--- config.mk ---
export PLATFORM = sky130hd
export DESIGN_NAME = bamd_back
export DESIGN_NICKNAME = d
export VERILOG_FILES = /design/src/hw/rtl/bamd_pkg.sv /design/src/hw/rtl/bamd_back.sv
export SDC_FILE = /design/constraint.sdc
export NUM_CORES = 1
export LEC_CHECK = 0
export BUFFER_PORTS_ARGS = -buffer_cell sky130_fd_sc_hd__buf_2
export CAP_MARGIN = 20
export CORE_AREA = 2 2 280 171
export CTS_BUF_LIST = sky130_fd_sc_hd__clkbuf_16
export DETAILED_ROUTE_END_ITERATION = 6
export DIE_AREA = 0 0 282 173
export GPL_TIMING_DRIVEN = 0
export MAX_ROUTING_LAYER = met4
export PLACE_DENSITY = 0.61
export SYNTH_ARGS = -nofsm -noshare
export SYNTH_HDL_FRONTEND = slang
export SYNTH_SLANG_ARGS = --single-unit
--- constraint.sdc ---
create_clock -name clk_i -period 4.2 [get_ports clk_i]
set_clock_uncertainty 0.1 [all_clocks]
set_input_delay 0.21 -clock clk_i [delete_from_list [all_inputs] [get_ports clk_i]]
set_output_delay 0.21 -clock clk_i [all_outputs]
set_load 0.02 [all_outputs]
--- src/hw/rtl/bamd_pkg.sv ---
// Shared types, codes and decode functions of the bus access map decoder.
package bamd_pkg;

  localparam int unsigned MapBlocksDef  = 4096;
  localparam int unsigned BlockShiftDef = 12;
  localparam int unsigned EntryW        = 47;

  typedef enum logic [2:0] {
    MODE_RD_BYTE = 3'd0,
    MODE_RD_WORD = 3'd1,
    MODE_WR_BYTE = 3'd2,
    MODE_WR_WORD = 3'd3,
    MODE_LD_RMAP = 3'd4,
    MODE_LD_WMAP = 3'd5
  } mode_e;

  typedef enum logic [2:0] {
    RT_DIRECT = 3'd0,
    RT_SRAM   = 3'd1,
    RT_BWRAM  = 3'd2,
    RT_DRAM   = 3'd3,
    RT_DEV    = 3'd4,
    RT_OPEN   = 3'd5,
    RT_DROP   = 3'd6
  } route_e;

  localparam logic [1:0] WAIT_NONE   = 2'd0;
  localparam logic [1:0] WAIT_RECORD = 2'd1;
  localparam logic [1:0] WAIT_CLEAR  = 2'd2;
  localparam logic [1:0] EV_NONE     = 2'd0;
  localparam logic [1:0] EV_WAKE     = 2'd1;
  localparam logic [1:0] EV_EXEC     = 2'd2;

  // special region codes of a map entry
  localparam logic [4:0] MC_IO0    = 5'd0;
  localparam logic [4:0] MC_IO1    = 5'd1;
  localparam logic [4:0] MC_IO2    = 5'd2;
  localparam logic [4:0] MC_LOROM  = 5'd3;
  localparam logic [4:0] MC_HIROM  = 5'd4;
  localparam logic [4:0] MC_DEBUG  = 5'd6;
  localparam logic [4:0] MC_IO7    = 5'd7;
  localparam logic [4:0] MC_BWRAM  = 5'd8;
  localparam logic [4:0] MC_LOSRAM = 5'd11;
  localparam logic [4:0] MC_DEV12  = 5'd12;
  localparam logic [4:0] MC_DEV13  = 5'd13;
  localparam logic [4:0] MC_HISRAM = 5'd14;
  localparam logic [4:0] MC_IO15   = 5'd15;
  localparam logic [4:0] MC_DEV16  = 5'd16;
  localparam logic [4:0] MC_DEV17  = 5'd17;

  localparam logic [1:0] REG_SRAM_MASK = 2'd0;
  localparam logic [1:0] REG_WAKE_ONE  = 2'd1;
  localparam logic [1:0] REG_WAKE_TWO  = 2'd2;

  typedef struct packed {
    logic [2:0]        mode;
    logic [23:0]       address;
    logic [15:0]       write_data;
    logic [EntryW-1:0] map_entry;
    logic              in_dma;
    logic              copro_pc_set;
    logic              copro_waiting;
  } bamd_in_t;

  typedef struct packed {
    logic [2:0]  route;
    logic [4:0]  device_code;
    logic [31:0] target_offset;
    logic        is_write;
    logic [7:0]  byte_data;
    logic [8:0]  cycle_charge;
    logic [1:0]  wait_action;
    logic [1:0]  copro_event;
    logic        copro_executing;
    logic        sram_dirty;
    logic        last;
  } bamd_out_t;

  // classified access handed from front to back
  typedef struct packed {
    logic              wr;
    logic              word;
    logic              split;
    logic [23:0]       addr;
    logic [15:0]       wdata;
    logic              dma;
    logic              pcset;
    logic              waiting;
    logic [EntryW-1:0] e0;
    logic [EntryW-1:0] e1;
  } bamd_job_t;

  typedef struct packed {
    logic [8:0] charge;
    logic [1:0] waitc;
    logic [1:0] ev;
    logic       exe;
    logic       dset;
  } bamd_acc_t;

  typedef struct packed {
    logic [2:0]  route;
    logic [4:0]  dev;
    logic [31:0] off;
  } bamd_lane_t;

  typedef struct packed {
    logic [23:0] save_mask;
    logic [31:0] wake_one;
    logic [31:0] wake_two;
  } bamd_cfg_t;

  function automatic bamd_lane_t lane_f(logic wr, logic word, logic [EntryW-1:0] e,
                                        logic [23:0] a, logic [23:0] smask);
    bamd_lane_t l;
    logic [4:0]  code;
    logic [31:0] a32, m32, lo, hi, bw, lo16;
    code = e[4:0];
    a32  = {8'h00, a};
    m32  = {8'h00, smask};
    lo   = (((a32 & 32'hff0000) >> 1) | (a32 & 32'h7fff)) & m32;
    hi   = ((a32 & 32'h7fff) - 32'h6000 + ((a32 & 32'h0f0000) >> 3)) & m32;
    bw   = (a32 & 32'h7fff) - 32'h6000;
    lo16 = a32 & 32'hffff;
    l    = '{route: RT_OPEN, dev: 5'd0, off: 32'd0};
    if (e[5]) begin
      l = '{route: RT_DIRECT, dev: 5'd0, off: e[46:15] + lo16};
    end else if (wr) begin
      l.route = RT_DROP;
      case (code)
        MC_IO0, MC_IO1, MC_IO2, MC_IO7, MC_IO15: l = '{route: RT_DEV, dev: code, off: lo16};
        MC_LOROM, MC_HIROM: begin
          if (smask != 24'd0) begin
            l = '{route: RT_SRAM, dev: 5'd0, off: (code == MC_LOROM) ? lo : hi};
          end
        end
        MC_BWRAM: l = '{route: RT_BWRAM, dev: 5'd0, off: bw};
        MC_DEBUG: l = '{route: word ? RT_DRAM : RT_SRAM, dev: 5'd0, off: lo16};
        MC_LOSRAM: l = '{route: RT_SRAM, dev: 5'd0, off: lo16};
        MC_DEV13: l = '{route: RT_DRAM, dev: 5'd0, off: lo16};
        MC_DEV16, MC_DEV17: l = '{route: RT_DEV, dev: code, off: a32};
        default: l.route = RT_DROP;
      endcase
    end else begin
      case (code)
        MC_IO0, MC_IO1, MC_IO2, MC_IO7, MC_IO15: l = '{route: RT_DEV, dev: code, off: lo16};
        MC_LOROM, MC_LOSRAM: l = '{route: RT_SRAM, dev: 5'd0, off: lo};
        MC_HIROM, MC_HISRAM: l = '{route: RT_SRAM, dev: 5'd0, off: hi};
        MC_BWRAM: l = '{route: RT_BWRAM, dev: 5'd0, off: bw};
        MC_DEV12, MC_DEV16, MC_DEV17: l = '{route: RT_DEV, dev: code, off: a32};
        MC_DEV13: l = '{route: RT_DEV, dev: code, off: 32'h4800};
        default: l.route = RT_OPEN;
      endcase
    end
    return l;
  endfunction

  // access-wide effects: charge, wait action, coprocessor update, dirty set
  function automatic bamd_acc_t acc_f(logic wr, logic word, logic [EntryW-1:0] e,
                                      logic [23:0] a, logic dma, logic pcset,
                                      logic waiting, bamd_cfg_t cfg);
    bamd_acc_t r;
    logic [4:0]  code;
    logic [7:0]  speed;
    logic [31:0] off0;
    logic [8:0]  unit;
    code  = e[4:0];
    speed = e[14:7];
    off0  = e[46:15] + {16'h0000, a[15:0]};
    r     = '{charge: 9'd0, waitc: WAIT_NONE, ev: EV_NONE, exe: 1'b0, dset: 1'b0};
    if (e[5]) begin
      r.charge = word ? {speed, 1'b0} : {1'b0, speed};
      if (wr && (off0 == cfg.wake_one || off0 == cfg.wake_two)) begin
        r.ev  = EV_WAKE;
        r.exe = pcset;
      end else if (!wr && e[6]) begin
        r.waitc = WAIT_RECORD;
      end
    end else if (wr) begin
      case (code)
        MC_IO0:  r.charge = dma ? 9'd0 : (word ? 9'd12 : 9'd6);
        MC_IO1:  r.charge = word ? 9'd12 : 9'd6;
        MC_IO7:  r.charge = word ? 9'd16 : 9'd0;
        MC_LOSRAM: r.charge = 9'd8;
        default: r.charge = word ? 9'd16 : 9'd8;
      endcase
      r.dset = ((code == MC_LOROM || code == MC_HIROM) && cfg.save_mask != 24'd0) ||
               code == MC_BWRAM;
      if (code == MC_LOSRAM || (code == MC_DEBUG && !word)) begin
        r.ev  = EV_EXEC;
        r.exe = !waiting;
      end
    end else begin
      case (code)
        MC_IO0:           unit = dma ? 9'd0 : 9'd6;
        MC_IO1:           unit = 9'd6;
        MC_DEBUG, MC_IO7: unit = 9'd0;
        default:          unit = 9'd8;
      endcase
      r.charge = word ? {unit[7:0], 1'b0} : unit;
    end
    if (wr) r.waitc = WAIT_CLEAR;
    return r;
  endfunction

endpackage

--- src/hw/rtl/bamd_back.sv ---
// Back end: turns a queued access into byte beats and keeps the dirty flag.
module bamd_back
  import bamd_pkg::*;
(
  input  logic      clk_i,
  input  logic      rst_ni,
  input  bamd_cfg_t cfg_i,
  input  logic      job_valid_i,
  input  bamd_job_t job_i,
  output logic      pop_o,
  output logic      out_valid_o,
  input  logic      out_ready_i,
  output bamd_out_t out_data_o
);

  logic       lane_q, dirty_q, out_valid_q;
  bamd_out_t  out_q;
  logic       nsw, can_load, emit, lane_last, dnew;
  logic [23:0] a1;
  bamd_acc_t  acc0, acc1;
  bamd_lane_t l0, l1;
  bamd_out_t  beat;

  assign nsw  = job_i.word && !job_i.split;
  assign a1   = job_i.addr + 24'd1;
  assign acc0 = acc_f(job_i.wr, nsw, job_i.e0, job_i.addr, job_i.dma, job_i.pcset,
                      job_i.waiting, cfg_i);
  assign acc1 = acc_f(job_i.wr, 1'b0, job_i.e1, a1, job_i.dma, job_i.pcset,
                      job_i.waiting, cfg_i);
  assign l0   = lane_f(job_i.wr, nsw, job_i.e0, job_i.addr, cfg_i.save_mask);
  assign l1   = lane_f(job_i.wr, nsw, job_i.e1, a1, cfg_i.save_mask);
  assign dnew = dirty_q || acc0.dset || (job_i.split && acc1.dset);

  assign can_load  = !out_valid_q || out_ready_i;
  assign emit      = job_valid_i && can_load;
  assign lane_last = lane_q || !job_i.word;
  assign pop_o     = emit && lane_last;

  always_comb begin
    beat            = '0;
    beat.is_write   = job_i.wr;
    beat.sram_dirty = dnew;
    if (!lane_q) begin
      beat.route       = l0.route;
      beat.device_code = l0.dev;
      beat.target_offset = l0.off;
      beat.byte_data   = job_i.wr ? job_i.wdata[7:0] : 8'h00;
      beat.last        = !job_i.word;
      if (!nsw) begin
        beat.wait_action     = acc0.waitc;
        beat.copro_event     = acc0.ev;
        beat.copro_executing = acc0.exe;
        beat.cycle_charge    = job_i.word ? 9'd0 : acc0.charge;
      end
    end else begin
      beat.route       = l1.route;
      beat.device_code = l1.dev;
      beat.target_offset = l1.off;
      beat.byte_data   = job_i.wr ? job_i.wdata[15:8] : 8'h00;
      beat.last        = 1'b1;
      if (job_i.split) begin
        beat.wait_action     = acc1.waitc;
        beat.copro_event     = acc1.ev;
        beat.copro_executing = acc1.exe;
        beat.cycle_charge    = acc0.charge + acc1.charge;
      end else begin
        beat.wait_action     = acc0.waitc;
        beat.copro_event     = acc0.ev;
        beat.copro_executing = acc0.exe;
        beat.cycle_charge    = acc0.charge;
      end
    end
  end

  always_ff @(posedge clk_i) begin
    if (emit) out_q <= beat;
  end

  always_ff @(posedge clk_i or negedge rst_ni) begin
    if (!rst_ni) begin
      lane_q      <= 1'b0;
      dirty_q     <= 1'b0;
      out_valid_q <= 1'b0;
    end else begin
      if (can_load) out_valid_q <= job_valid_i;
      if (emit) begin
        lane_q <= !lane_last;
        if (lane_last) dirty_q <= dnew;
      end
    end
  end

  assign out_valid_o = out_valid_q;
  assign out_data_o  = out_q;

endmodule

==> qor.csv <==
stage;metric;value;unit
placement;routabilityCongestion;1.11;
critical_path;worstSetupStartpoint;job_i[114];
status;status;finished, violations left;
power_and_ir_drop;clkPwrFrac;20.3;%
critical_path;required;4310;ps
global_routing;grt_start_max_net_pins;66;
timing;hold_viol_final;0;
timing;worstMarginPinSlew;1230;ps
clock_tree;cts.sink_count;68;
placement;dp_hpwl;73300;um
synthesis;yosysWarnings;0;
final_layout;final_area;0.0173;mm^2
global_routing;antenna_found_initial;6;
die;start_util;29.9;%
power_and_ir_drop;internal_power;2.23;mW
final_layout;fin_cells;2865;
synthesis;avgSynthCellArea;7.25;um^2
synthesis;synth_area;0.0138;mm^2
critical_path;path_max_fanout;6;
synthesis;synthCells;1897;
synthesis;ys_ff_latch;68;
detailed_routing;drc_errors;1;
power_and_ir_drop;p_leak;6.83;nW
min_path;hp-class;primary input to flip-flop;
global_routing;grt.total_usage;35.9;%
timing;finalSetupViolCount;2;
synthesis;yosysSeqAreaShare;14.7;%
critical_path;r2r_slack;1240;ps
job;drv.max_cap_violation_count;0;
global_routing;grt_pass1_vias;16300;
die;num_rows;61;
final_layout;area_growth;25.8;%
power_and_ir_drop;netSwitchingFraction;49.2;%
synthesis;synth_edf_count;65;
final_layout;drive_above_1_share;21.7;%
detailed_routing;viasPerCell;6.28;
timing;setup_slack;-217;ps
synthesis;synth_top_family_by_area;compound AO/OA/AOI/OAI gates;
timing;fin_tns_setup;-330;ps
placement;dpl_cell_area;0.0160;mm^2
global_routing;grt_pass1_wl;122000;um
timing;maxSlewViolCount;0;
placement;numPlacedInstances;2809;
critical_path;r2r_end;out_data_o[37];
placement;portBuffers;273;
detailed_routing;wirelength;87700;um
die;die_h;173;um
synthesis;synth-main-ff-cell;edfxtp_1;
critical_path;worstSetupPathType;primary input to flip-flop;
power_and_ir_drop;p_per_area;253;mW/mm^2
detailed_routing;wl_per_cell;30.6;um
synthesis;synth_compound_area_share;31.2;%
detailed_routing;drt-initial-drc-count;2662;
die;ios;299;
detailed_routing;drt_pass1_iterations;7;
critical_path;arrival;4520;ps
final_layout;fill_cells;4917;
timing;fmax;226;MHz
final_layout;register_area;0.00203;mm^2
power_and_ir_drop;p_total;4.38;mW
status;violations;design-rule violations, negative setup slack;
die;die_area;0.0488;mm^2
timing;rsz0062_at_grt;true;
synthesis;synthMuxAreaShare;2.25;%
final_layout;most-common-layout-cells;280 x buf_2, 187 x nand2_1, 156 x a21oi_1, 144 x nor2_1, 115 x o21ai_0;
critical_path;cp-end-kind;flip-flop;
clock_tree;path_clk_slew;60;ps
global_routing;grt_overflow;0;
power_and_ir_drop;p_sw;2.15;mW
final_layout;multiInputGateArea;0.0115;mm^2
clock_tree;htree_num_levels;3;
power_and_ir_drop;vdd_drop_max;0.139;mV
critical_path;cp-start-kind;primary input;
synthesis;synth-xor-area-share;14.6;%
timing;period_share;105;%
clock_tree;cts_inserted_buffers;9;
die;die_w;282;um
critical_path;crit_end;out_data_o[2];
detailed_routing;vias;18000;
clock_tree;cts_root_buffer;clkbuf_16;
critical_path;rr_worst_depth;4;
synthesis;synthDistinctLibCells;93;
synthesis;synthAdderAreaFrac;5.73;%
die;core;0.0460;mm^2
power_and_ir_drop;comb_power_share;60.3;%
final_layout;mostFrequentLayoutCell;buf_2;
timing;fin_crit;4420;ps
timing;maxSlewHeadroom;17.7;%
clock_tree;cts_tree;done;
critical_path;r2r_start;lane_q;
synthesis;syn_nets;2189;
detailed_routing;final_antenna_net_count;0;
placement;pre_cts_ws;-2140;ps
clock_tree;clk_path_buf_depth;2;
synthesis;async_reset_ff_share;4.41;%
final_layout;fin_nets;2517;
power_and_ir_drop;power_frac_seq;19.4;%
clock_tree;clkLatencyLatePin;370;ps
synthesis;yosys.area_share.simple;25.7;%
-- metrics by stage --
| step | utilization (%) | hold WS [ps] |
|---|---|---|
| detailed placement | 34.7 | -84.1 |
| global placement | 34.6 | -84.2 |
| finish | 37.6 | 13.4 |
| CTS | 37.2 | 0.474 |
| floorplan | - | -186 |
| global route | 37.6 | 12.1 |
-- timing repair --
item,in CTS,in global routing
resized for setup,120,35
setup endpoints to repair,17,9
buffers inserted,31,6
hold buffers,2,0
pin swaps,33,8
hold endpoints to repair,4,0
-- per-layer routing --
layer	share of wire (%)	GRT usage, %	vias up	wire (um)
met5	0	-	-	0
met4	1.5	5.14	0	1360
met3	14	12.7	86	12600
met2	36	43.4	1255	31400
met1	48	55.5	8819	42300
li1	-	-	7823	-
-- critical path: stages --
cell      delay [ps]
buf_4            140
ha_4             180
xor2_1           240
ha_1             270
clkbuf_1         190
a21o_1           240
a21oi_2          240
xor2_1           260
o22ai_1          360
nor3_2           510
nand4_1          220
nor4_4           400
nand4_1          320
o41ai_4          480
nor2_1            90
nor4_2           140
-- flip-flops by register name, summed over array words and instances, names as in the netlist --
| register | flops |
|---|---|
| dirty_q | 1 |
| out_valid_o | 1 |
| lane_q | 1 |
| out_data_o | 65 |
-- layout make-up --
cell class / instances / share of cell area, %
antenna: 5 / 0.0723
buffer: 135 / 3.31
clock buffer: 9 / 1.30
clock inverter: 7 / 0.535
inverter: 64 / 1.40
multi-input combinational: 1626 / 66.6
sequential: 68 / 11.7
tap: 630 / 4.56
timing repair buffer: 321 / 10.4
-- worst min-delay path by stage --
stage	from	to	slack (ps)	cells after the start
floorplan	rst_ni	dirty_q	-190	0
global placement	rst_ni	out_valid_o	-80	1
detailed placement	rst_ni	out_valid_o	-80	1
CTS	out_ready_i	out_valid_o	0.5	3
global route	job_i[139]	out_data_o[24]	10	1
finish	out_ready_i	out_valid_o	10	3
-- cell families (layout without fill, tap and decap cells) --
| logic type | Yosys count | count (layout) |
|---|---|---|
| and+or+nand+nor | 698 | 698 |
| muxes | 30 | 30 |
| AOI/OAI and AO/OA | 647 | 647 |
| adders and majority gates | 60 | 60 |
| DFF | 68 | 68 |
| buffers and inverters | 203 | 536 |
| other | 0 | 5 |
| xor gates and xnor gates | 191 | 191 |
-- power by group through the flow --
stage	registers [mW]	logic [mW]	clock network [mW]
after floorplan	0.943	1.30	0
after global placement	0.865	2.34	0
after detailed placement	0.863	2.35	0
after CTS	0.850	2.49	0.900
after global routing	0.856	2.74	0.923
final	0.850	2.64	0.887
-- cell usage after synthesis (all sizes together), types with 18 or more instances --
cell / number / area [um^2]
a211oi: 31 / 238
o21ai: 131 / 659
mux2i: 23 / 230
and2: 23 / 144
nand3: 69 / 345
a31oi: 36 / 225
xnor3: 19 / 428
nor2: 148 / 558
a21o: 34 / 255
o22ai: 28 / 175
nand2b: 21 / 131
xnor2: 104 / 911
xor2: 63 / 552
and3: 18 / 113
edfxtp: 65 / 1950
nor3: 50 / 255
nor2b: 26 / 163
a21oi: 172 / 872
buf: 33 / 164
o211ai: 23 / 173
nand2: 191 / 719
nand4: 42 / 263
o2111ai: 19 / 166
clkbuf: 106 / 399
inv: 63 / 236
ha: 55 / 688
nor4: 20 / 131
No activity file was read; power rests on OpenSTA's default activity.
