## config.mk

```make
export PLATFORM = sky130hd
export DESIGN_NAME = bamd_fifo
export DESIGN_NICKNAME = d
export VERILOG_FILES = /design/src/hw/rtl/bamd_pkg.sv /design/src/hw/rtl/bamd_fifo.sv
export SDC_FILE = /design/constraint.sdc
export NUM_CORES = 1
export LEC_CHECK = 0
export BUFFER_PORTS_ARGS = -buffer_cell sky130_fd_sc_hd__buf_2
export CORE_ASPECT_RATIO = 1.4
export CORE_MARGIN = 1
export CORE_UTILIZATION = 45
export CTS_BUF_LIST = sky130_fd_sc_hd__clkbuf_8
export CTS_CLUSTER_DIAMETER = 120
export DETAILED_ROUTE_END_ITERATION = 16
export PLACE_DENSITY = 0.81
export SYNTH_ARGS = -nofsm -noshare
export SYNTH_HDL_FRONTEND = slang
export SYNTH_SLANG_ARGS = --single-unit
```

## constraint.sdc

```tcl
create_clock -name clk_i -period 8.5 [get_ports clk_i]
set_input_delay 0.85 -clock clk_i [delete_from_list [all_inputs] [get_ports clk_i]]
set_output_delay 0.85 -clock clk_i [all_outputs]
set_load 0.01 [all_outputs]
```

## src/hw/rtl/bamd_pkg.sv

```systemverilog
// Shared types, codes and decode functions of the bus access map decoder.
package bamd_pkg;

  localparam int unsigned MapBlocksDef  = 4096;
  localparam int unsigned BlockShiftDef = 12;
  localparam int unsigned EntryW        = 47;

  typedef enum logic [2:0] {
    MODE_RD_BYTE = 3'd0,
    MODE_RD_WORD = 3'd1,
    MODE_WR_BYTE = 3'd2,
    MODE_WR_WORD = 3'd3,
    MODE_LD_RMAP = 3'd4,
    MODE_LD_WMAP = 3'd5
  } mode_e;

  typedef enum logic [2:0] {
    RT_DIRECT = 3'd0,
    RT_SRAM   = 3'd1,
    RT_BWRAM  = 3'd2,
    RT_DRAM   = 3'd3,
    RT_DEV    = 3'd4,
    RT_OPEN   = 3'd5,
    RT_DROP   = 3'd6
  } route_e;

  localparam logic [1:0] WAIT_NONE   = 2'd0;
  localparam logic [1:0] WAIT_RECORD = 2'd1;
  localparam logic [1:0] WAIT_CLEAR  = 2'd2;
  localparam logic [1:0] EV_NONE     = 2'd0;
  localparam logic [1:0] EV_WAKE     = 2'd1;
  localparam logic [1:0] EV_EXEC     = 2'd2;

  // special region codes of a map entry
  localparam logic [4:0] MC_IO0    = 5'd0;
  localparam logic [4:0] MC_IO1    = 5'd1;
  localparam logic [4:0] MC_IO2    = 5'd2;
  localparam logic [4:0] MC_LOROM  = 5'd3;
  localparam logic [4:0] MC_HIROM  = 5'd4;
  localparam logic [4:0] MC_DEBUG  = 5'd6;
  localparam logic [4:0] MC_IO7    = 5'd7;
  localparam logic [4:0] MC_BWRAM  = 5'd8;
  localparam logic [4:0] MC_LOSRAM = 5'd11;
  localparam logic [4:0] MC_DEV12  = 5'd12;
  localparam logic [4:0] MC_DEV13  = 5'd13;
  localparam logic [4:0] MC_HISRAM = 5'd14;
  localparam logic [4:0] MC_IO15   = 5'd15;
  localparam logic [4:0] MC_DEV16  = 5'd16;
  localparam logic [4:0] MC_DEV17  = 5'd17;

  localparam logic [1:0] REG_SRAM_MASK = 2'd0;
  localparam logic [1:0] REG_WAKE_ONE  = 2'd1;
  localparam logic [1:0] REG_WAKE_TWO  = 2'd2;

  typedef struct packed {
    logic [2:0]        mode;
    logic [23:0]       address;
    logic [15:0]       write_data;
    logic [EntryW-1:0] map_entry;
    logic              in_dma;
    logic              copro_pc_set;
    logic              copro_waiting;
  } bamd_in_t;

  typedef struct packed {
    logic [2:0]  route;
    logic [4:0]  device_code;
    logic [31:0] target_offset;
    logic        is_write;
    logic [7:0]  byte_data;
    logic [8:0]  cycle_charge;
    logic [1:0]  wait_action;
    logic [1:0]  copro_event;
    logic        copro_executing;
    logic        sram_dirty;
    logic        last;
  } bamd_out_t;

  // classified access handed from front to back
  typedef struct packed {
    logic              wr;
    logic              word;
    logic              split;
    logic [23:0]       addr;
    logic [15:0]       wdata;
    logic              dma;
    logic              pcset;
    logic              waiting;
    logic [EntryW-1:0] e0;
    logic [EntryW-1:0] e1;
  } bamd_job_t;

  typedef struct packed {
    logic [8:0] charge;
    logic [1:0] waitc;
    logic [1:0] ev;
    logic       exe;
    logic       dset;
  } bamd_acc_t;

  typedef struct packed {
    logic [2:0]  route;
    logic [4:0]  dev;
    logic [31:0] off;
  } bamd_lane_t;

  typedef struct packed {
    logic [23:0] save_mask;
    logic [31:0] wake_one;
    logic [31:0] wake_two;
  } bamd_cfg_t;

  function automatic bamd_lane_t lane_f(logic wr, logic word, logic [EntryW-1:0] e,
                                        logic [23:0] a, logic [23:0] smask);
    bamd_lane_t l;
    logic [4:0]  code;
    logic [31:0] a32, m32, lo, hi, bw, lo16;
    code = e[4:0];
    a32  = {8'h00, a};
    m32  = {8'h00, smask};
    lo   = (((a32 & 32'hff0000) >> 1) | (a32 & 32'h7fff)) & m32;
    hi   = ((a32 & 32'h7fff) - 32'h6000 + ((a32 & 32'h0f0000) >> 3)) & m32;
    bw   = (a32 & 32'h7fff) - 32'h6000;
    lo16 = a32 & 32'hffff;
    l    = '{route: RT_OPEN, dev: 5'd0, off: 32'd0};
    if (e[5]) begin
      l = '{route: RT_DIRECT, dev: 5'd0, off: e[46:15] + lo16};
    end else if (wr) begin
      l.route = RT_DROP;
      case (code)
        MC_IO0, MC_IO1, MC_IO2, MC_IO7, MC_IO15: l = '{route: RT_DEV, dev: code, off: lo16};
        MC_LOROM, MC_HIROM: begin
          if (smask != 24'd0) begin
            l = '{route: RT_SRAM, dev: 5'd0, off: (code == MC_LOROM) ? lo : hi};
          end
        end
        MC_BWRAM: l = '{route: RT_BWRAM, dev: 5'd0, off: bw};
        MC_DEBUG: l = '{route: word ? RT_DRAM : RT_SRAM, dev: 5'd0, off: lo16};
        MC_LOSRAM: l = '{route: RT_SRAM, dev: 5'd0, off: lo16};
        MC_DEV13: l = '{route: RT_DRAM, dev: 5'd0, off: lo16};
        MC_DEV16, MC_DEV17: l = '{route: RT_DEV, dev: code, off: a32};
        default: l.route = RT_DROP;
      endcase
    end else begin
      case (code)
        MC_IO0, MC_IO1, MC_IO2, MC_IO7, MC_IO15: l = '{route: RT_DEV, dev: code, off: lo16};
        MC_LOROM, MC_LOSRAM: l = '{route: RT_SRAM, dev: 5'd0, off: lo};
        MC_HIROM, MC_HISRAM: l = '{route: RT_SRAM, dev: 5'd0, off: hi};
        MC_BWRAM: l = '{route: RT_BWRAM, dev: 5'd0, off: bw};
        MC_DEV12, MC_DEV16, MC_DEV17: l = '{route: RT_DEV, dev: code, off: a32};
        MC_DEV13: l = '{route: RT_DEV, dev: code, off: 32'h4800};
        default: l.route = RT_OPEN;
      endcase
    end
    return l;
  endfunction

  // access-wide effects: charge, wait action, coprocessor update, dirty set
  function automatic bamd_acc_t acc_f(logic wr, logic word, logic [EntryW-1:0] e,
                                      logic [23:0] a, logic dma, logic pcset,
                                      logic waiting, bamd_cfg_t cfg);
    bamd_acc_t r;
    logic [4:0]  code;
    logic [7:0]  speed;
    logic [31:0] off0;
    logic [8:0]  unit;
    code  = e[4:0];
    speed = e[14:7];
    off0  = e[46:15] + {16'h0000, a[15:0]};
    r     = '{charge: 9'd0, waitc: WAIT_NONE, ev: EV_NONE, exe: 1'b0, dset: 1'b0};
    if (e[5]) begin
      r.charge = word ? {speed, 1'b0} : {1'b0, speed};
      if (wr && (off0 == cfg.wake_one || off0 == cfg.wake_two)) begin
        r.ev  = EV_WAKE;
        r.exe = pcset;
      end else if (!wr && e[6]) begin
        r.waitc = WAIT_RECORD;
      end
    end else if (wr) begin
      case (code)
        MC_IO0:  r.charge = dma ? 9'd0 : (word ? 9'd12 : 9'd6);
        MC_IO1:  r.charge = word ? 9'd12 : 9'd6;
        MC_IO7:  r.charge = word ? 9'd16 : 9'd0;
        MC_LOSRAM: r.charge = 9'd8;
        default: r.charge = word ? 9'd16 : 9'd8;
      endcase
      r.dset = ((code == MC_LOROM || code == MC_HIROM) && cfg.save_mask != 24'd0) ||
               code == MC_BWRAM;
      if (code == MC_LOSRAM || (code == MC_DEBUG && !word)) begin
        r.ev  = EV_EXEC;
        r.exe = !waiting;
      end
    end else begin
      case (code)
        MC_IO0:           unit = dma ? 9'd0 : 9'd6;
        MC_IO1:           unit = 9'd6;
        MC_DEBUG, MC_IO7: unit = 9'd0;
        default:          unit = 9'd8;
      endcase
      r.charge = word ? {unit[7:0], 1'b0} : unit;
    end
    if (wr) r.waitc = WAIT_CLEAR;
    return r;
  endfunction

endpackage

```

## src/hw/rtl/bamd_fifo.sv

```systemverilog
// Two-entry job queue between the decode front and the lane back end.
module bamd_fifo
  import bamd_pkg::*;
(
  input  logic      clk_i,
  input  logic      rst_ni,
  input  logic      push_i,
  input  bamd_job_t push_data_i,
  output logic      full_o,
  input  logic      pop_i,
  output logic      valid_o,
  output bamd_job_t data_o
);

  bamd_job_t  slot_q [2];
  logic       wptr_q, rptr_q;
  logic [1:0] count_q;
  logic       do_push, do_pop;

  assign full_o  = count_q[1];
  assign valid_o = count_q != 2'd0;
  assign data_o  = slot_q[rptr_q];
  assign do_push = push_i && !full_o;
  assign do_pop  = pop_i && valid_o;

  always_ff @(posedge clk_i) begin
    if (do_push) slot_q[wptr_q] <= push_data_i;
  end

  always_ff @(posedge clk_i or negedge rst_ni) begin
    if (!rst_ni) begin
      wptr_q  <= 1'b0;
      rptr_q  <= 1'b0;
      count_q <= 2'd0;
    end else begin
      if (do_push) wptr_q <= !wptr_q;
      if (do_pop) rptr_q <= !rptr_q;
      count_q <= count_q + 2'(do_push) - 2'(do_pop);
    end
  end

endmodule

```

==> summary.md, run 1 <==
| Metric | Value |
|---|---|
| Status | completed |
| Fin area | 13,200 um2 |
| Max-cap violations | 0 |
| Worst clock skew | 27.8 ps |
| Final Setup Violations | 0 |
| Critical path required time | 7650 ps |
| IO Pins | 286 |
| Port Buffers | 285 |
| CTS tree | yes |
| Clock Sinks | 284 |
| Critical path class | flip-flop to primary output |
| Vias in the first global route | 5,650 |
| Skew-Pair Late Insertion Delay | 530 ps |
| Unique masters post-synth | 18 |
| Iter 0 DRT Violations | 219 |
| Via count | 5,237 |
| Most frequent cells in the layout | buf_2 (285), edfxtp_1 (280), mux2_4 (90), mux2_2 (50), clkbuf_8 (45) |
| Clock network fraction of total power | 0.237 |
| Largest net degree at the start of global routing | 75 |
| #FFs+latches synth | 284 |
| Final non-filler cell total | 1,116 |
| Syn_nets | 601 |
| Initial Util | 0.458 |
| Synthesis Warnings | 0 |
| Drt pass-1 iters | 4 |
| Fillers | 1,842 |
| Die Y | 184 um |
| Die area | 24,400 um2 |
| DRT Wirelength | 19,500 um |
| Htree depth | 2 |
| Drt wl/cell | 17.5 um |
| Core Util, Final | 0.567 |
| Synthesis-to-layout area growth | 23.6% |
| Mapped Area | 10,700 um2 |
| Max transition margin | 0.310 |
| DRC | 0 |
| RSZ-0062 raised after global routing | no |
| Worst slack, placed | 5550 ps |
| Power Dens Cells | 328 nW/um2 |
| Num CTS Buffers | 42 |
| Commonest non-fill, non-tap cell in the layout | buf_2 |
| Antenna-violating nets left | 0 |
| CP Capture Type | primary output |
| Worst setup margin | 5030 ps |
| # rows | 66 |
| Min cycle time layout | 3470 ps |
| Largest area contributor in the netlist | edfxtp_1 |
| Placed cell count | 1,037 |
| Total grt overflow | 0 |
| Seq/Total Area, Yosys | 0.797 |
| Vias per cell | 4.69 |
| Post-CTS setup buffer count | 0 |
| Setup tns final | 0 ps |
| Die X | 132 um |
| Leak pwr | 5.21 nW |
| Critical path arrival | 2620 ps |
| Syn Inst Count | 456 |
| Global-route wire length before repair | 28,800 um |
| Cell area after placement | 12,400 um2 |
| Count of final max-slew check failures | 0 |
| Hold Slack | 125 ps |
| Clock transition at the registers of the reported paths | 60 ps |
| Cell internal pwr | 3.09 mW |
| Post-cts sizing count | 0 |
| Worst min-delay path class | primary input to async pin |
| Combinational Power Share | 0.308 |
| Final #Nets | 920 |
| Critical-path maximum fanout | 59 |
| Gpl congestion | 0.756 |
| Sw Ratio | 0.287 |
| Synth area leaders | edfxtp_1 (79%), mux2_4 (13%), mux2_2 (5.3%) |
| CTS Root Cell | clkbuf_8 |
| Post-route clock period utilization | 0.408 |
| Total Routing Usage GR | 0.155 |
| Post-DP HPWL | 12,800 um |
| Worst slew pin tran | 1040 ps |
| Crit start category | flip-flop |
| Syn_area_per_cell | 23.4 um2 |
| VDD IR max | 0.278 mV |
| Layout cells sized above 1 | 0.605 |
| Sw Pwr | 1.24 mW |
| Sequential Power Share | 0.455 |
| Core area | 23,300 um2 |
| Hold buffers post-CTS | 0 |
| FMAX | 288 MHz |
| Yosys top cell area share | 0.788 |
| Initial antenna violation count | 5 |
| CTS Buffer Depth | 3 |
| Pwr Total | 4.33 mW |
| Hold Violations, Final | 0 |
==> metal layers <==
metal  share of wire  vias up  track usage
met5               0        -            0
met1            0.36     2522        0.161
met4           0.026        0       0.0726
li1                -     2458            -
met2            0.54      221        0.283
met3           0.073       36       0.0490
==> final timing paths <==
path	start	endpoint	slack, ps	cells after the start
max	rptr_q$_DFFE_PN0P_	data_o[139]	5030	3
min	rst_ni	count_q[0]$_DFF_PN0_	120	1
max reg2reg	count_q[1]$_DFF_PN0_	slot_q[1][120]$_DFFE_PP_	6320	3
min reg2reg	wptr_q$_DFFE_PN0P_	wptr_q$_DFFE_PN0P_	550	1
max in group asynchronous	rst_ni	rptr_q$_DFFE_PN0P_	8220	1
min in group clk_i	push_data_i[131]	slot_q[1][131]$_DFFE_PP_	510	1
==> synth_stat cells <==
cell,number
dfrtp_1,4
or2_2,1
buf_8,1
nand2b_1,2
a211o_1,1
buf_2,5
o31ai_1,1
nor2_1,3
edfxtp_1,280
mux2_2,50
xor2_1,1
buf_6,10
xnor2_1,2
nand2_1,2
ha_1,1
inv_1,1
a21oi_1,1
mux2_4,90
==> cells by family after synthesis <==
group / Yosys count / synth area share
fa+ha+maj: 1 / 0.00117
xor+xnor: 3 / 0.00246
compound gates: 3 / 0.00199
buf+inv: 17 / 0.0146
flops: 284 / 0.797
simple gates: 8 / 0.00352
mux: 140 / 0.179
==> critical path: stages (launching register included) <==
cell and delay (ps):
dfrtp_4 640, buf_4 820, mux2_2 410, buf_2 140
==> flip-flops by register name, summed over array words and instances (netlist names) <==
| register | flops |
|---|---|
| rptr_q | 1 |
| count_q | 2 |
| slot_q | 280 |
| wptr_q | 1 |
==> layout make-up <==
type / count / area (um2) / share of cell area
well taps: 306 / 383 / 0.0290
clock inverters: 29 / 168 / 0.0127
repair buffers: 291 / 1470 / 0.112
flip-flops and latches: 284 / 8510 / 0.645
diodes: 5 / 12.5 / 0.000948
clock buffers: 45 / 619 / 0.0469
inverters: 1 / 3.75 / 0.000284
multi-input cells: 155 / 2030 / 0.154
==> power by group through the flow <==
stage               sequential [mW]  combinational, mW  clock (mW)
floorplan                      2.01              0.962           0
global placement               1.98               1.34           0
detailed placement             2.00               1.36           0
CTS                            1.97               1.36        1.06
global route                   1.99               1.43        1.11
finish                         1.97               1.33        1.03
Note: power is estimated with default switching activity, not from simulation.
==> run 2, diff against run 1 <==
--- a/config.mk
+++ b/config.mk
@@ -5,6 +5,7 @@
 export SDC_FILE = /design/constraint.sdc
 export NUM_CORES = 1
 export LEC_CHECK = 0
+export ABC_AREA = 1
 export BUFFER_PORTS_ARGS = -buffer_cell sky130_fd_sc_hd__buf_2
 export CORE_ASPECT_RATIO = 1.4
 export CORE_MARGIN = 1
@@ -12,7 +13,7 @@
 export CTS_BUF_LIST = sky130_fd_sc_hd__clkbuf_8
 export CTS_CLUSTER_DIAMETER = 120
 export DETAILED_ROUTE_END_ITERATION = 16
-export PLACE_DENSITY = 0.81
+export PLACE_DENSITY = 0.84
 export SYNTH_ARGS = -nofsm -noshare
 export SYNTH_HDL_FRONTEND = slang
 export SYNTH_SLANG_ARGS = --single-unit
==> constraint.sdc (replaced) <==
create_clock -name clk_i -period 2.9 [get_ports clk_i]
set_input_delay 0.29 -clock clk_i [delete_from_list [all_inputs] [get_ports clk_i]]
set_output_delay 0.29 -clock clk_i [all_outputs]
set_load 0.01 [all_outputs]
==> run 2 against run 1 <==
Sequential cell count did not move; global-route usage rose by 4.9 points; design area rose by 7.9%; utilization rose by 6.1 points; synthesized area fell by 2.2%; routed wire length rose by 29%; critical path depth rose by 2; critical path type unchanged; register-to-register slack got worse by 5200 ps; via count rose by 40%.
==> summary.md, run 2 <==
| Metric | Value |
|---|---|
| Post-synthesis mux area share | 0 |
| Post-Synth Simple-Gate Area | 0.155 |
| Total Routing Usage GR | 0.204 |
| Xor-xnor portion of the synthesized cell area | 0.00252 |
| Drt wl/cell | 16.3 um |
| Min cycle time layout | 2420 ps |
| Seq/Total Area, Yosys | 0.815 |
| Final non-filler cell total | 1,537 |
| Vias in the first global route | 7,706 |
| Crit start category | flip-flop |
| Die Y | 182 um |
| Gpl congestion | 0.806 |
| Max transition margin | 0.422 |
| Most frequent cells in the layout | nand2_1 (424), buf_2 (285), edfxtp_1 (280), dlygate4sd3_1 (141), clkbuf_8 (41) |
| Total grt overflow | 0 |
| Core area | 22,700 um2 |
| # rows | 65 |
| Top delay family on crit path | buffers and inverters |
| Adder-cell area share of the yosys netlist | 0.00120 |
| Via count | 7,344 |
| Iter 0 DRT Violations | 436 |
| Htree depth | 2 |
| Post-DP HPWL | 13,600 um |
| Synth area leaders | edfxtp_1 (81%), nand2_1 (15%), buf_6 (1.1%) |
| Hold Violations, Final | 0 |
| Post-route clock period utilization | 0.836 |
| Max incr delay on CP | 500 ps |
| Fraction of registers with async set/reset | 0.0141 |
| Critical path destination | data_o[86] |
| Critical path class | flip-flop to primary output |
| Syn_area_per_cell | 13.8 um2 |
| DRC | 0 |
| Count of final max-slew check failures | 0 |
| CTS tree | yes |
| Skew-Pair Late Insertion Delay | 530 ps |
| CTS Root Cell | clkbuf_8 |
| Post-synth top cells | nand2_1 (425), edfxtp_1 (280), buf_4 (11) |
| Die area | 23,800 um2 |
| Post-synthesis compound-gate area fraction | 0.000479 |
| Clock Sinks | 284 |
| Cell area after placement | 12,100 um2 |
| Largest net degree at the start of global routing | 105 |
| Power Dens Cells | 895 nW/um2 |
| #FFs+latches synth | 284 |
| VDD IR max | 0.614 mV |
| Fillers | 1,573 |
| Initial antenna violation count | 6 |
| DRT Wirelength | 25,100 um |
| Syn Inst Count | 755 |
| Status | completed |
| Top FF cell, synth | edfxtp_1 |
| CP Capture Type | primary output |
| Slowest-stage cell, CP | dfrtp_4 |
| Initial Util | 0.460 |
| Top-count cell post-synth | nand2_1 |
| CTS Buffer Depth | 3 |
| Leak pwr | 6.13 nW |
| Fin area | 14,200 um2 |
| Antenna-violating nets left | 0 |
| Worst setup startpoint | rptr_q$_DFFE_PN0P_ |
| Max FFs per register | 280 |
| Critical-path maximum fanout | 48 |
| EDFF count, synth | 280 |
| R2r setup slk | 1120 ps |
| Critical path required time | 2610 ps |
| Die X | 131 um |
| Largest area contributor in the netlist | edfxtp_1 |
| Hold buffers post-CTS | 141 |
| Max-cap violations | 0 |
| Final Setup Violations | 0 |
| Mapped Area | 10,400 um2 |
| FF-to-FF End | slot_q[1][79]$_DFFE_PP_ |
| CP most frequent cell | nand2_1 |
| Yosys top cell area share | 0.805 |
| Synthesis-to-layout area growth | 36.4% |
| Global-route wire length before repair | 36,700 um |
| Commonest non-fill, non-tap cell in the layout | nand2_1 |
| Num CTS Buffers | 40 |
| Worst slew pin tran | 867 ps |
| Drt pass-1 iters | 5 |
| Final #Nets | 1,347 |
| Cell count of the worst reg-to-reg path | 4 |
| CP cell instances | inv_4 > buf_4 > nand2_1 > nand2_1 > buf_2 |
| Port Buffers | 285 |
| R2R Path Start | count_q[1]$_DFF_PN0_ |
| Worst clock skew | 30.0 ps |
| Vias per cell | 4.78 |
| Unique masters post-synth | 15 |
| Worst path depth | 5 |
| Buf/Inv on CP | 3 |
| Clock transition at the registers of the reported paths | 70 ps |
| Placed cell count | 1,320 |
| Largest Register | slot_q |
| Critical path arrival | 2130 ps |
| Worst min-delay path class | primary input to flip-flop |
| Biggest regs | slot_q: 280 flops, count_q: 2 flops |
| Syn_nets | 900 |
| FMAX | 413 MHz |
| Synthesis Warnings | 0 |
| Largest family of logic cells by synthesized area | simple AND/OR/NAND/NOR gates |
| Post-cts sizing count | 0 |
| RSZ-0062 raised after global routing | no |
| Layout cells sized above 1 | 0.282 |
| Post-CTS setup buffer count | 0 |
| IO Pins | 286 |
run 2: routing by layer:
layer  share of wire  vias to the layer above  track usage
li1                -                     3452            -
met1            0.35                     3446        0.204
met2            0.53                      351        0.375
met3           0.075                       93       0.0542
met4           0.044                        2        0.109
met5         0.00044                        -            0
run 2: how the worst min path moves through the flow:
stage | to | from | cells after the start | slack [ps]
floorplan | count_q[0]$_DFF_PN0_ | rst_ni | 0 | -6
global placement | count_q[1]$_DFF_PN0_ | rst_ni | 1 | 100
detailed placement | count_q[0]$_DFF_PN0_ | rst_ni | 1 | 100
CTS | wptr_q$_DFFE_PN0P_ | push_i | 3 | 80
global route | wptr_q$_DFFE_PN0P_ | push_i | 3 | 100
finish | wptr_q$_DFFE_PN0P_ | push_i | 3 | 110
run 2: power by group:
group | internal, mW | leakage (nW) | switching [mW]
clock network | 1.31 | 0.389 | 1.39
logic | 1.45 | 3.10 | 2.88
registers | 5.49 | 2.64 | 0.222
run 2: layout make-up:
cell class | count | area, um2 | share of cell area
clock buffer | 41 | 564 | 0.0396
clock inverter | 28 | 110 | 0.00773
inverter | 5 | 21.3 | 0.00149
multi-input combinational | 435 | 1690 | 0.118
antenna | 7 | 17.5 | 0.00123
timing repair buffer | 436 | 2950 | 0.207
sequential | 284 | 8510 | 0.598
tap | 301 | 377 | 0.0264
run 2: worst min-delay path, delay by kind of cell:
kind | cells | cell delay, ps
buffers and inverters | 1 | 120
XOR/XNOR | 1 | 70
AND/OR/NAND/NOR | 1 | 110
run 2: stage by stage:
step	utilization	setup slack [ps]	total power, mW	hold slack, ps	TNS [ps]
2_1_floorplan	-	-201	8.34	-5.59	-53740
4_1_cts	0.627	463	12.7	81.9	0
3_5_place_dp	0.535	1040	9.87	102	0
6_report	0.628	477	12.7	106	0
3_3_place_gp	0.535	1050	9.76	99.1	0
5_1_grt	0.627	306	13.5	102	0
run 2: logic make-up after synthesis:
family | Yosys count
AOI/OAI and AO/OA | 1
xor gates and xnor gates | 3
adders and majority gates | 1
buffers and inverters | 36
DFF | 284
and+or+nand+nor | 430
==> run 3, diff against run 2 <==
==> constraint.sdc (replaced) <==
create_clock -name clk_i -period 2.06 [get_ports clk_i]
set_input_delay 0.206 -clock clk_i [delete_from_list [all_inputs] [get_ports clk_i]]
set_output_delay 0.206 -clock clk_i [all_outputs]
set_load 0.01 [all_outputs]
==> run 3 against run 2 <==
Final cell count increased by 0.91%; register-to-register slack worse by 700 ps; critical path type unchanged; routed wire length is 12% higher; combinational power rose by 62%; sequential share of layout area decreased by 1.5 points; sequential cell count is the same.
==> summary.md, run 3 (same netlist as run 2, synthesis figures left out) <==
| Metric | Value |
|---|---|
| Status | completed |
| Largest Register | slot_q |
| CP most frequent cell | nand2_1 |
| Most frequent cells in the layout | nand2_1 (424), buf_2 (285), edfxtp_1 (280), dlygate4sd3_1 (144), clkbuf_8 (43) |
| Hold Violations, Final | 0 |
| Drt wl/cell | 18.2 um |
| Worst clock skew | 15.4 ps |
| Antenna-violating nets left | 0 |
| Worst min-delay path class | primary input to flip-flop |
| Port Buffers | 285 |
| Cell count of the worst reg-to-reg path | 4 |
| Pwr Total | 19.1 mW |
| Count of final max-slew check failures | 0 |
| Clock Sinks | 284 |
| Critical-path maximum fanout | 42 |
| Post-route clock period utilization | 0.961 |
| IO Pins | 286 |
| Buf/Inv on CP | 3 |
| Critical path required time | 1850 ps |
| Critical path arrival | 1770 ps |
| Largest net degree at the start of global routing | 85 |
| Total grt overflow | 0 |
| Skew-Pair Late Insertion Delay | 520 ps |
| Die area | 23,800 um2 |
| Critical path class | flip-flop to primary output |
| Sw Ratio | 0.359 |
| Die Y | 182 um |
| DRT Wirelength | 28,200 um |
| Via count | 7,624 |
| Hold Path End | count_q[1]$_DFF_PN0_ |
| Drt pass-1 iters | 5 |
| Global-route wire length before repair | 39,700 um |
| Worst slew pin tran | 497 ps |
| CTS tree | yes |
| Worst slack, placed | 449 ps |
| # rows | 65 |
| Hold depth | 5 |
| Crit start category | flip-flop |
| Hold Slack | 81.5 ps |
| R2R Path Start | count_q[1]$_DFF_PN0_ |
| Initial Util | 0.460 |
| Gpl congestion | 0.738 |
| FMAX | 505 MHz |
| Max-cap violations | 0 |
| Placed cell count | 1,319 |
| CTS Buffer Depth | 3 |
| Iter 0 DRT Violations | 481 |
| RSZ-0062 raised after global routing | no |
| Max incr delay on CP | 550 ps |
| Sequential Power Share | 0.425 |
| Cell area after placement | 12,200 um2 |
| Synthesis-to-layout area growth | 39.8% |
| Fin area | 14,600 um2 |
| Core area | 22,700 um2 |
| Htree depth | 2 |
| VDD IR max | 0.815 mV |
| Sw Pwr | 6.84 mW |
| Final #Nets | 1,361 |
| FF-to-FF End | slot_q[0][33]$_DFFE_PP_ |
| Final Setup Violations | 0 |
| DRC | 0 |
| Clock transition at the registers of the reported paths | 70 ps |
| R2r setup slk | 420 ps |
| Num CTS Buffers | 41 |
| Hold Startpoint | pop_i |
| Clock network fraction of total power | 0.208 |
| Vias per cell | 4.92 |
| Layout cells sized above 1 | 0.293 |
| Top delay family on crit path | flip-flops |
| Slowest-stage cell, CP | dfrtp_4 |
| Worst path depth | 5 |
| Power Dens Cells | 1310 nW/um2 |
| CTS Root Cell | clkbuf_8 |
| Vias in the first global route | 7,911 |
| CP Capture Type | primary output |
| Total Routing Usage GR | 0.223 |
| Max FFs per register | 280 |
| Biggest regs | slot_q: 280 flops, count_q: 2 flops |
| Commonest non-fill, non-tap cell in the layout | nand2_1 |
| Die X | 131 um |
| Leak pwr | 6.30 nW |
| Worst setup margin | 80.6 ps |
| Max transition margin | 0.669 |
| CP cell instances | buf_4 > clkbuf_16 > nand2_1 > nand2_1 > buf_2 |
| Cell internal pwr | 12.2 mW |
| Initial antenna violation count | 4 |
| Post-DP HPWL | 14,500 um |
| Final non-filler cell total | 1,551 |
| Min cycle time layout | 1980 ps |
| Combinational Power Share | 0.367 |
-- run 3: cell count changes in the layout (fill, tap and decap cells not counted), moves of 2 or more --
cell | before | now
clkinv_2 | 4 | 8
clkbuf_16 | 0 | 5
dlygate4sd3_1 | 141 | 144
buf_4 | 7 | 5
clkinvlp_4 | 0 | 2
clkinv_1 | 13 | 9
buf_16 | 0 | 5
diode_2 | 7 | 4
clkbuf_8 | 41 | 43
-- run 3: metal layers --
metal | wire, um | GRT usage
met4 | 1090 | 0.111
met5 | 0 | 0
met1 | 9560 | 0.229
met3 | 2310 | 0.0560
met2 | 15200 | 0.410
-- run 3: how the worst max path moves through the flow --
stage	startpoint	endpoint	slack, ps
final	rptr_q$_DFFE_PN0P_	data_o[37]	80
after global routing	rptr_q$_DFFE_PN0P_	data_o[1]	0.7
after CTS	rptr_q$_DFFE_PN0P_	data_o[70]	30
after detailed placement	rptr_q$_DFFE_PN0P_	data_o[70]	450
after global placement	rptr_q$_DFFE_PN0P_	data_o[58]	480
after floorplan	count_q[1]$_DFF_PN0_	slot_q[0][0]$_DFFE_PP_	-1040
-- run 3: worst reg2reg max path, cell delays in order (launching register included) --
cell	delay [ps]
dfrtp_1	440
inv_2	120
nand2_4	90
nor2_4	180
buf_12	310
-- run 3: power by group through the flow --
stage	clock, mW	sequential (mW)	combinational (mW)
after floorplan	0	8.12	3.62
after global placement	0	8.16	5.69
after detailed placement	0	8.21	5.81
after CTS	4.04	8.04	6.45
after global routing	4.30	8.17	7.65
final	3.96	8.09	7.00
-- run 3: layout make-up --
cell class	count	area, um2
Clock inverter	30	130
Inverter	5	31.3
Antenna cell	4	10.0
Sequential cell	284	8510
Clock buffer	43	592
Tap cell	301	377
Timing Repair Buffer	449	3260
Multi-Input combinational cell	435	1690
Fill cell	1517	8090
-- run 3: timing repair --
| item | 4_1_cts | 5_1_grt |
|---|---|---|
| setup endpoints to repair | 140 | 18 |
| hold buffers | 144 | 0 |
| cloned | 2 | 5 |
| resized for setup | 5 | 4 |
| setup buffers | 4 | 1 |
| pin swaps | 0 | 0 |
| endpoints found under the hold margin | 285 | 0 |
-- run 3: through the flow --
stage                     utilization  TNS, ps
final                           0.643        0
after global routing            0.643        0
after CTS                       0.637        0
after detailed placement        0.537        0
after global placement          0.537        0
after floorplan                     -  -288940
